`src/rtl/sfar_pkg.sv`:
```
// ----------------------------------------------------------------------------
// Screen fade alpha ramp package
// Field widths, command codes and fade status codes.
// ----------------------------------------------------------------------------
package sfar_pkg;

  localparam int unsigned COUNT_BITS_DEF = 16;
  localparam int unsigned CMD_BITS       = 2;
  localparam int unsigned DUR_BITS       = 16;
  localparam int unsigned ALPHA_BITS     = 8;
  localparam int unsigned STATUS_BITS    = 2;

  localparam logic [ALPHA_BITS-1:0] FULL_ALPHA = 8'hFF;

  localparam logic [CMD_BITS-1:0] CMD_TICK     = 2'd0;
  localparam logic [CMD_BITS-1:0] CMD_FADE_IN  = 2'd1;
  localparam logic [CMD_BITS-1:0] CMD_FADE_OUT = 2'd2;

  typedef enum logic [STATUS_BITS-1:0] {
    ST_OPAQUE   = 2'd0,
    ST_CLEAR    = 2'd1,
    ST_FADE_IN  = 2'd2,
    ST_FADE_OUT = 2'd3
  } fade_state_e;

endpackage

```
`src/rtl/sfar_if.sv`:
```
// ----------------------------------------------------------------------------
// Screen fade alpha ramp channels
// Valid/ready command and result channels of the fade controller.
// ----------------------------------------------------------------------------
interface sfar_cmd_if;
  import sfar_pkg::*;

  logic                valid;
  logic                ready;
  logic [CMD_BITS-1:0] cmd;
  logic [DUR_BITS-1:0] duration;

  modport source (output valid, cmd, duration, input ready);
  modport sink   (input valid, cmd, duration, output ready);
endinterface

interface sfar_res_if;
  import sfar_pkg::*;

  logic                   valid;
  logic                   ready;
  logic [ALPHA_BITS-1:0]  alpha;
  logic [STATUS_BITS-1:0] status;
  logic                   accepted;
  logic                   draw_overlay;

  modport source (output valid, alpha, status, accepted, draw_overlay, input ready);
  modport sink   (input valid, alpha, status, accepted, draw_overlay, output ready);
endinterface

```
`src/rtl/screen_fade_alpha_ramp.sv`:
```
// ----------------------------------------------------------------------------
// Screen fade alpha ramp
// Linear alpha fade controller for a screen overlay.
//
// cmd_i carries one command per transfer: a frame tick, a start of a fade in
// or a start of a fade out with its length in ticks. res_o returns exactly
// one result per command: overlay alpha, fade status, whether a start was
// accepted and whether the tick draws the overlay.
// A tick during a fade runs 255*count/length through one shared
// compare-subtract unit in S_DIV, one quotient bit per cycle, and S_DONE
// then loads the result into the output register. Every other command
// skips the divide and goes from S_IDLE straight to S_DONE. cmd_i.ready
// is high only while the sequencer is idle, so one command is in flight
// at a time.
// The result sits in an output register; a new command is taken while it
// waits. If res_o stalls, the next finished result holds in the sequencer
// until the register frees.
// Reset puts the fader in the opaque state with alpha 255 and no result.
// ----------------------------------------------------------------------------
module screen_fade_alpha_ramp #(
  parameter int unsigned COUNT_BITS = sfar_pkg::COUNT_BITS_DEF
) (
  input  logic      clk_i,
  input  logic      rst_ni,
  sfar_cmd_if.sink  cmd_i,
  sfar_res_if.source res_o
);
  import sfar_pkg::*;

  localparam int unsigned DIV_STEPS = ALPHA_BITS;
  localparam int unsigned ITER_BITS = $clog2(DIV_STEPS);
  localparam logic [ITER_BITS-1:0] ITER_LAST = ITER_BITS'(DIV_STEPS - 1);

  typedef enum logic [1:0] {
    S_IDLE,
    S_DIV,
    S_DONE
  } seq_state_e;

  seq_state_e                    seq_q, seq_d;
  fade_state_e                   fade_q, fade_d;
  logic [COUNT_BITS-1:0]         count_q, count_d;
  logic [COUNT_BITS-1:0]         len_q, len_d;
  logic [ALPHA_BITS-1:0]         opacity_q, opacity_d;
  logic [COUNT_BITS-1:0]         rem_q, rem_d;
  logic [ALPHA_BITS-1:0]         work_q, work_d;
  logic [ITER_BITS-1:0]          iter_q, iter_d;
  logic                          acc_q, acc_d;
  logic                          tick_q, tick_d;
  logic                          res_valid_q, res_valid_d;
  logic [ALPHA_BITS-1:0]         res_alpha_q, res_alpha_d;
  fade_state_e                   res_status_q, res_status_d;
  logic                          res_acc_q, res_acc_d;
  logic                          res_draw_q, res_draw_d;

  logic                          cmd_xfer;
  logic                          res_xfer;
  logic [COUNT_BITS-1:0]         dur_cut;
  logic [COUNT_BITS-1:0]         dur_len;
  logic [COUNT_BITS-1:0]         cnt_inc;
  logic [COUNT_BITS+ALPHA_BITS-1:0] prod;
  logic [COUNT_BITS:0]           trial;
  logic [COUNT_BITS:0]           diff;
  logic                          fits;
  logic [ALPHA_BITS-1:0]         quot;

  assign cmd_xfer = cmd_i.valid && cmd_i.ready;
  assign res_xfer = res_o.valid && res_o.ready;

  assign dur_cut = COUNT_BITS'(cmd_i.duration);
  assign dur_len = (dur_cut == '0) ? COUNT_BITS'(1) : dur_cut;
  assign cnt_inc = count_q + COUNT_BITS'(1);
  assign prod    = {cnt_inc, ALPHA_BITS'(0)}
                 - {ALPHA_BITS'(0), cnt_inc};

  assign trial = {rem_q, work_q[ALPHA_BITS-1]};
  assign fits  = trial >= {1'b0, len_q};
  assign diff  = trial - {1'b0, len_q};
  assign quot  = {work_q[ALPHA_BITS-2:0], fits};

  always_comb begin
    seq_d        = seq_q;
    fade_d       = fade_q;
    count_d      = count_q;
    len_d        = len_q;
    opacity_d    = opacity_q;
    rem_d        = rem_q;
    work_d       = work_q;
    iter_d       = iter_q;
    acc_d        = acc_q;
    tick_d       = tick_q;
    res_valid_d  = res_valid_q;
    res_alpha_d  = res_alpha_q;
    res_status_d = res_status_q;
    res_acc_d    = res_acc_q;
    res_draw_d   = res_draw_q;

    if (res_xfer) begin
      res_valid_d = 1'b0;
    end

    unique case (seq_q)
      S_IDLE: begin
        if (cmd_xfer) begin
          acc_d  = 1'b0;
          tick_d = 1'b0;
          seq_d  = S_DONE;
          case (cmd_i.cmd)
            CMD_TICK: begin
              if (fade_q != ST_CLEAR) begin
                tick_d = 1'b1;
                if (fade_q == ST_OPAQUE) begin
                  opacity_d = FULL_ALPHA;
                end else begin
                  count_d = cnt_inc;
                  rem_d   = prod[COUNT_BITS+ALPHA_BITS-1:ALPHA_BITS];
                  work_d  = prod[ALPHA_BITS-1:0];
                  iter_d  = '0;
                  seq_d   = S_DIV;
                end
              end
            end
            CMD_FADE_IN: begin
              if (fade_q == ST_OPAQUE) begin
                fade_d  = ST_FADE_IN;
                count_d = '0;
                len_d   = dur_len;
                acc_d   = 1'b1;
              end
            end
            CMD_FADE_OUT: begin
              if (fade_q == ST_CLEAR) begin
                fade_d  = ST_FADE_OUT;
                count_d = '0;
                len_d   = dur_len;
                acc_d   = 1'b1;
              end
            end
            default: ;
          endcase
        end
      end
      S_DIV: begin
        rem_d  = fits ? diff[COUNT_BITS-1:0] : trial[COUNT_BITS-1:0];
        work_d = quot;
        iter_d = iter_q + ITER_BITS'(1);
        if (iter_q == ITER_LAST) begin
          seq_d = S_DONE;
          if (fade_q == ST_FADE_IN) begin
            opacity_d = FULL_ALPHA - quot;
            if (count_q >= len_q) begin
              fade_d = ST_CLEAR;
            end
          end else begin
            opacity_d = quot;
            if (count_q >= len_q) begin
              fade_d = ST_OPAQUE;
            end
          end
        end
      end
      S_DONE: begin
        if (!res_valid_q || res_o.ready) begin
          res_valid_d  = 1'b1;
          res_alpha_d  = opacity_q;
          res_status_d = fade_q;
          res_acc_d    = acc_q;
          res_draw_d   = tick_q && (opacity_q != '0);
          seq_d        = S_IDLE;
        end
      end
      default: seq_d = S_IDLE;
    endcase
  end

  always_ff @(posedge clk_i or negedge rst_ni) begin
    if (!rst_ni) begin
      seq_q        <= S_IDLE;
      fade_q       <= ST_OPAQUE;
      count_q      <= '0;
      len_q        <= '0;
      opacity_q    <= FULL_ALPHA;
      rem_q        <= '0;
      work_q       <= '0;
      iter_q       <= '0;
      acc_q        <= 1'b0;
      tick_q       <= 1'b0;
      res_valid_q  <= 1'b0;
      res_alpha_q  <= '0;
      res_status_q <= ST_OPAQUE;
      res_acc_q    <= 1'b0;
      res_draw_q   <= 1'b0;
    end else begin
      seq_q        <= seq_d;
      fade_q       <= fade_d;
      count_q      <= count_d;
      len_q        <= len_d;
      opacity_q    <= opacity_d;
      rem_q        <= rem_d;
      work_q       <= work_d;
      iter_q       <= iter_d;
      acc_q        <= acc_d;
      tick_q       <= tick_d;
      res_valid_q  <= res_valid_d;
      res_alpha_q  <= res_alpha_d;
      res_status_q <= res_status_d;
      res_acc_q    <= res_acc_d;
      res_draw_q   <= res_draw_d;
    end
  end

  assign cmd_i.ready        = (seq_q == S_IDLE);
  assign res_o.valid        = res_valid_q;
  assign res_o.alpha        = res_alpha_q;
  assign res_o.status       = res_status_q;
  assign res_o.accepted     = res_acc_q;
  assign res_o.draw_overlay = res_draw_q;

endmodule

```
`src/flat_wrapper.sv`:
```
// flat-port wrapper written by rule: the top's interface ports become plain ports
module screen_fade_alpha_ramp_flat import sfar_pkg::*;
#(
  parameter int unsigned COUNT_BITS = sfar_pkg::COUNT_BITS_DEF
)
  (clk_i, rst_ni, cmd_i_valid, cmd_i_cmd, cmd_i_duration, cmd_i_ready, res_o_valid, res_o_alpha, res_o_status, res_o_accepted, res_o_draw_overlay, res_o_ready);
  sfar_cmd_if cmd_i_i ();
  sfar_res_if res_o_i ();
  input  logic clk_i;
  input  logic rst_ni;
  input wire logic [$bits(cmd_i_i.valid)-1:0] cmd_i_valid;
  input wire logic [$bits(cmd_i_i.cmd)-1:0] cmd_i_cmd;
  input wire logic [$bits(cmd_i_i.duration)-1:0] cmd_i_duration;
  output wire logic [$bits(cmd_i_i.ready)-1:0] cmd_i_ready;
  output wire logic [$bits(res_o_i.valid)-1:0] res_o_valid;
  output wire logic [$bits(res_o_i.alpha)-1:0] res_o_alpha;
  output wire logic [$bits(res_o_i.status)-1:0] res_o_status;
  output wire logic [$bits(res_o_i.accepted)-1:0] res_o_accepted;
  output wire logic [$bits(res_o_i.draw_overlay)-1:0] res_o_draw_overlay;
  input wire logic [$bits(res_o_i.ready)-1:0] res_o_ready;
  assign cmd_i_i.valid = cmd_i_valid;
  assign cmd_i_i.cmd = cmd_i_cmd;
  assign cmd_i_i.duration = cmd_i_duration;
  assign cmd_i_ready = cmd_i_i.ready;
  assign res_o_valid = res_o_i.valid;
  assign res_o_alpha = res_o_i.alpha;
  assign res_o_status = res_o_i.status;
  assign res_o_accepted = res_o_i.accepted;
  assign res_o_draw_overlay = res_o_i.draw_overlay;
  assign res_o_i.ready = res_o_ready;
  screen_fade_alpha_ramp #(.COUNT_BITS(COUNT_BITS)) u_core (.clk_i(clk_i), .rst_ni(rst_ni), .cmd_i(cmd_i_i), .res_o(res_o_i));
endmodule
```
`config.mk`:
```
export PLATFORM = sky130hd
export DESIGN_NAME = screen_fade_alpha_ramp_flat
export DESIGN_NICKNAME = d
export VERILOG_FILES = /design/src/rtl/sfar_pkg.sv /design/src/rtl/sfar_if.sv /design/src/rtl/screen_fade_alpha_ramp.sv /design/src/flat_wrapper.sv
export SDC_FILE = /design/constraint.sdc
export NUM_CORES = 1
export LEC_CHECK = 0
export BUFFER_PORTS_ARGS = -buffer_cell sky130_fd_sc_hd__buf_2
export CAP_MARGIN = 20
export CORE_ASPECT_RATIO = 1.4
export CORE_MARGIN = 2
export CORE_UTILIZATION = 42
export DETAILED_ROUTE_END_ITERATION = 10
export SYNTH_ARGS = -nofsm -noshare
export SYNTH_HDL_FRONTEND = slang
export SYNTH_SLANG_ARGS = --single-unit
```
`constraint.sdc`:
```
create_clock -name clk_i -period 7.4 [get_ports clk_i]
set_input_delay 0.74 -clock clk_i [delete_from_list [all_inputs] [get_ports clk_i]]
set_output_delay 0.74 -clock clk_i [all_outputs]
set_load 0.1 [all_outputs]
```
==> results.yml <==
run_status:
  outcome: "finished clean"
cells_and_area:
  instances_no_fill: 897
  drive_above_1_share_pct: 16.10
  register_area_sq_um: 2162
  fin_area_sq_um: 6798
  n_fill_cell: 1380
  insertedDiodeCount: 0
  fin_nets: 769
  area_growth_pct: 9.206
  multi_input_area_sq_um: 3741
synth:
  synth_most_common_cell: "dfrtp_1"
  syn_area_sq_um: 6225
  ys_top_cells_by_count: "78 x dfrtp_1, 77 x nand2_1, 53 x o21ai_0, 43 x ha_1, 39 x a21oi_1"
  synth_edf_count: 0
  synth_top_area_share_pct: 31.36
  synth-seq-cells: 86
  syn_area_per_cell_sq_um: 9.100
  ys_async_sr_fraction_pct: 100.0
  synth_top_cell_by_area: "dfrtp_1"
  synth_warnings: 0
  syn_inst: 684
  synth_area_leaders: "dfrtp_1 31%, ha_1 8.6%, xnor2_1 5.2%"
  synth_ff_type: "dfrtp_1"
  synth_fp_nets: 750
  ys_seq_area_share_pct: 34.73
  synth_cell_types: 72
cts:
  post_cts_buffers: 0
  cts_buffer_depth: 2
  cts_root_buf: "clkbuf_16"
  cts_tree: "done"
  numCtsBuffers: 9
  cts_sinks: 86
  clock_latency_ps: 350
  clkTransAtPathRegs_ps: 70
  postCtsHoldBufs: 0
  htree_levels: 3
  cts_resized: 0
min_path:
  min_path_type: "input port to async pin"
grt:
  grt_pass1_vias: 5205
  met3_usage_pct: 3.307
  grt_overflow: 0
  grt_use_met1_pct: 23.05
  busiest_layer: "met2"
  grt_pass1_wl_mm: 26.43
  grt_max_degree: 62
  antenna_found_initial: 0
  use_met2_pct: 39.43
  grt_usage_pct: 21.51
placement:
  placed_area_sq_um: 6482
  dp_cells: 881
  place.gp.congestion: 0.9575
  dp_hpwl_mm: 12.59
  portBuffers: 35
timing:
  period_minus_slack_ps: 4192
  tightest_slew_ps: 1069
  skew_ps: 8.152
  drv_slew: 0
  totalNegativeSetupSlack_ps: 0
  rsz0062_at_grt: "false"
  max-slew-margin-rel_pct: 28.75
  hold_slack_ps: 294.1
  setup_viol: 0
  fmax_ghz: 0.2385
  fin_crit_sh_pct: 56.65
  hold_viol_final: 0
setup_path:
  required_ps: 7640
  slowest_delay_ps: 530
  worstPathCellList: "ha_1 -> nand3_1 -> or3_1 -> nand2_1 -> inv_1 -> ha_1 -> nor4bb_1 -> a221o_2 -> a221oi_2 -> o31ai_2 -> a21bo_2 -> o211ai_1 -> o221ai_1 -> a21o_1"
  path_class: "flip-flop to flip-flop"
  critical-path-top-delay-family: "compound AO/OA/AOI/OAI gates"
  path_buf_inv: 1
  path_max_fanout: 11
  crit_path_start_kind: "flip-flop"
  endpoint_kind: "flip-flop"
  critPathMostFrequentCell: "ha_1"
  slowest_stage: "dfrtp_1"
  critPathArrivalTime_ps: 4430
routing:
  vias: 5140
  ant_nets: 0
  drt_wl_total_mm: 16.22
  via_per_inst: 5.730
  first_pass_iters: 6
  drt-initial-drc-count: 262
  drc: 0
  wire_per_inst_microns: 18.08
die:
  top_level_ports: 36
  initial_utilization_pct: 42.90
  chipWidth_microns: 106.9
  die_y_microns: 148.0
  num_rows: 52
  core_sq_um: 14510
  dieArea_sq_um: 15820
power:
  vdd_drop_max_uv: 209.9
  power_mw: 3.161
  power_density_nw_per_um2: 465.0
  leakagePower_nw: 2.888
run:
  maxCapViolCount: 0
registers in the layout, indices dropped and copies added, names as in the netlist, 2 cells and up:
name / flops
u_core.fade_q: 2
u_core.work_q: 8
u_core.opacity_q: 8
u_core.rem_q: 16
u_core.seq_q: 2
u_core.res_o.alpha: 8
u_core.count_q: 16
u_core.res_o.status: 2
u_core.iter_q: 3
u_core.len_q: 16
cells in the final DEF, fill, tap and decap left out, types with 5 or more instances in the layout:
cell	n
a21o_1	17
a21oi_1	39
a22o_1	5
a31oi_1	16
buf_2	34
buf_4	8
clkbuf_16	9
dfrtp_1	78
dfstp_2	8
ha_1	43
inv_1	30
mux2_2	27
mux2i_1	8
nand2_1	77
nand2b_1	7
nand3_1	15
nand4_1	9
nor2_1	36
nor2b_1	7
nor3_1	16
o211ai_1	7
o21a_1	6
o21ai_0	53
o22ai_1	6
o31ai_1	10
or3_1	5
xnor2_1	37
xor2_1	20
logic make-up after synthesis:
group                    synth area share (%)
buffers and inverters                   5.206
flip-flops                              34.73
adder cells (fa/ha/maj)                 9.287
XOR/XNOR                                8.020
AO/OA/AOI/OAI                           20.54
AND/OR/NAND/NOR                         16.04
multiplexers                            6.171
cell type report:
type / count / area share [%]
well taps: 189 / 3.479
inverters: 30 / 1.657
clock inverters: 6 / 1.270
repair buffers: 42 / 3.387
clock buffers: 10 / 3.368
multi-input cells: 534 / 55.03
flip-flops and latches: 86 / 31.81
worst reg2reg max path: stages, from the launching register on:
cell,delay (ps)
dfrtp_1,530
ha_1,320
nand3_1,380
or3_1,500
nand2_1,160
inv_1,140
ha_1,340
nor4bb_1,160
a221o_2,380
a221oi_2,320
o31ai_2,140
a21bo_2,230
o211ai_1,190
o221ai_1,140
a21o_1,170
routing by layer:
metal  part of all wire, %  wire length (microns)
met5                     0                      0
met4                   5.9                    962
met3                   2.9                    467
met2                    52                   8504
met1                    39                   6287
through the flow:
stage | setup WS (ps) | utilization [%]
3_3_place_gp | 3428 | 44.68
4_1_cts | 3246 | 46.85
3_5_place_dp | 3279 | 44.68
5_1_grt | 2946 | 46.85
2_1_floorplan | 3813 | -
6_report | 3208 | 46.85
worst paths after layout:
kind	start	end	slack, ps	cells after the start
worst max-delay path	u_core.count_q[1]$_DFFE_PN0P_	u_core.rem_q[10]$_DFFE_PN0P_	3210	14
worst min-delay path	rst_ni	u_core.res_o.accepted$_DFFE_PN0P_	290	1
worst max register to register	u_core.count_q[1]$_DFFE_PN0P_	u_core.rem_q[10]$_DFFE_PN0P_	3210	14
worst min register to register	u_core.acc_q$_DFFE_PN0P_	u_core.acc_q$_DFFE_PN0P_	480	2
max in group asynchronous	rst_ni	u_core.count_q[5]$_DFFE_PN0P_	6010	2
min in group clk_i	u_core.acc_q$_DFFE_PN0P_	u_core.acc_q$_DFFE_PN0P_	480	2
report_power, final:
group          total (mW)  switching, mW  internal [mW]
clock               0.487          0.192          0.295
combinational        1.86           1.12          0.737
sequential          0.814          0.175          0.639
(Power assumes the default switching activity.)
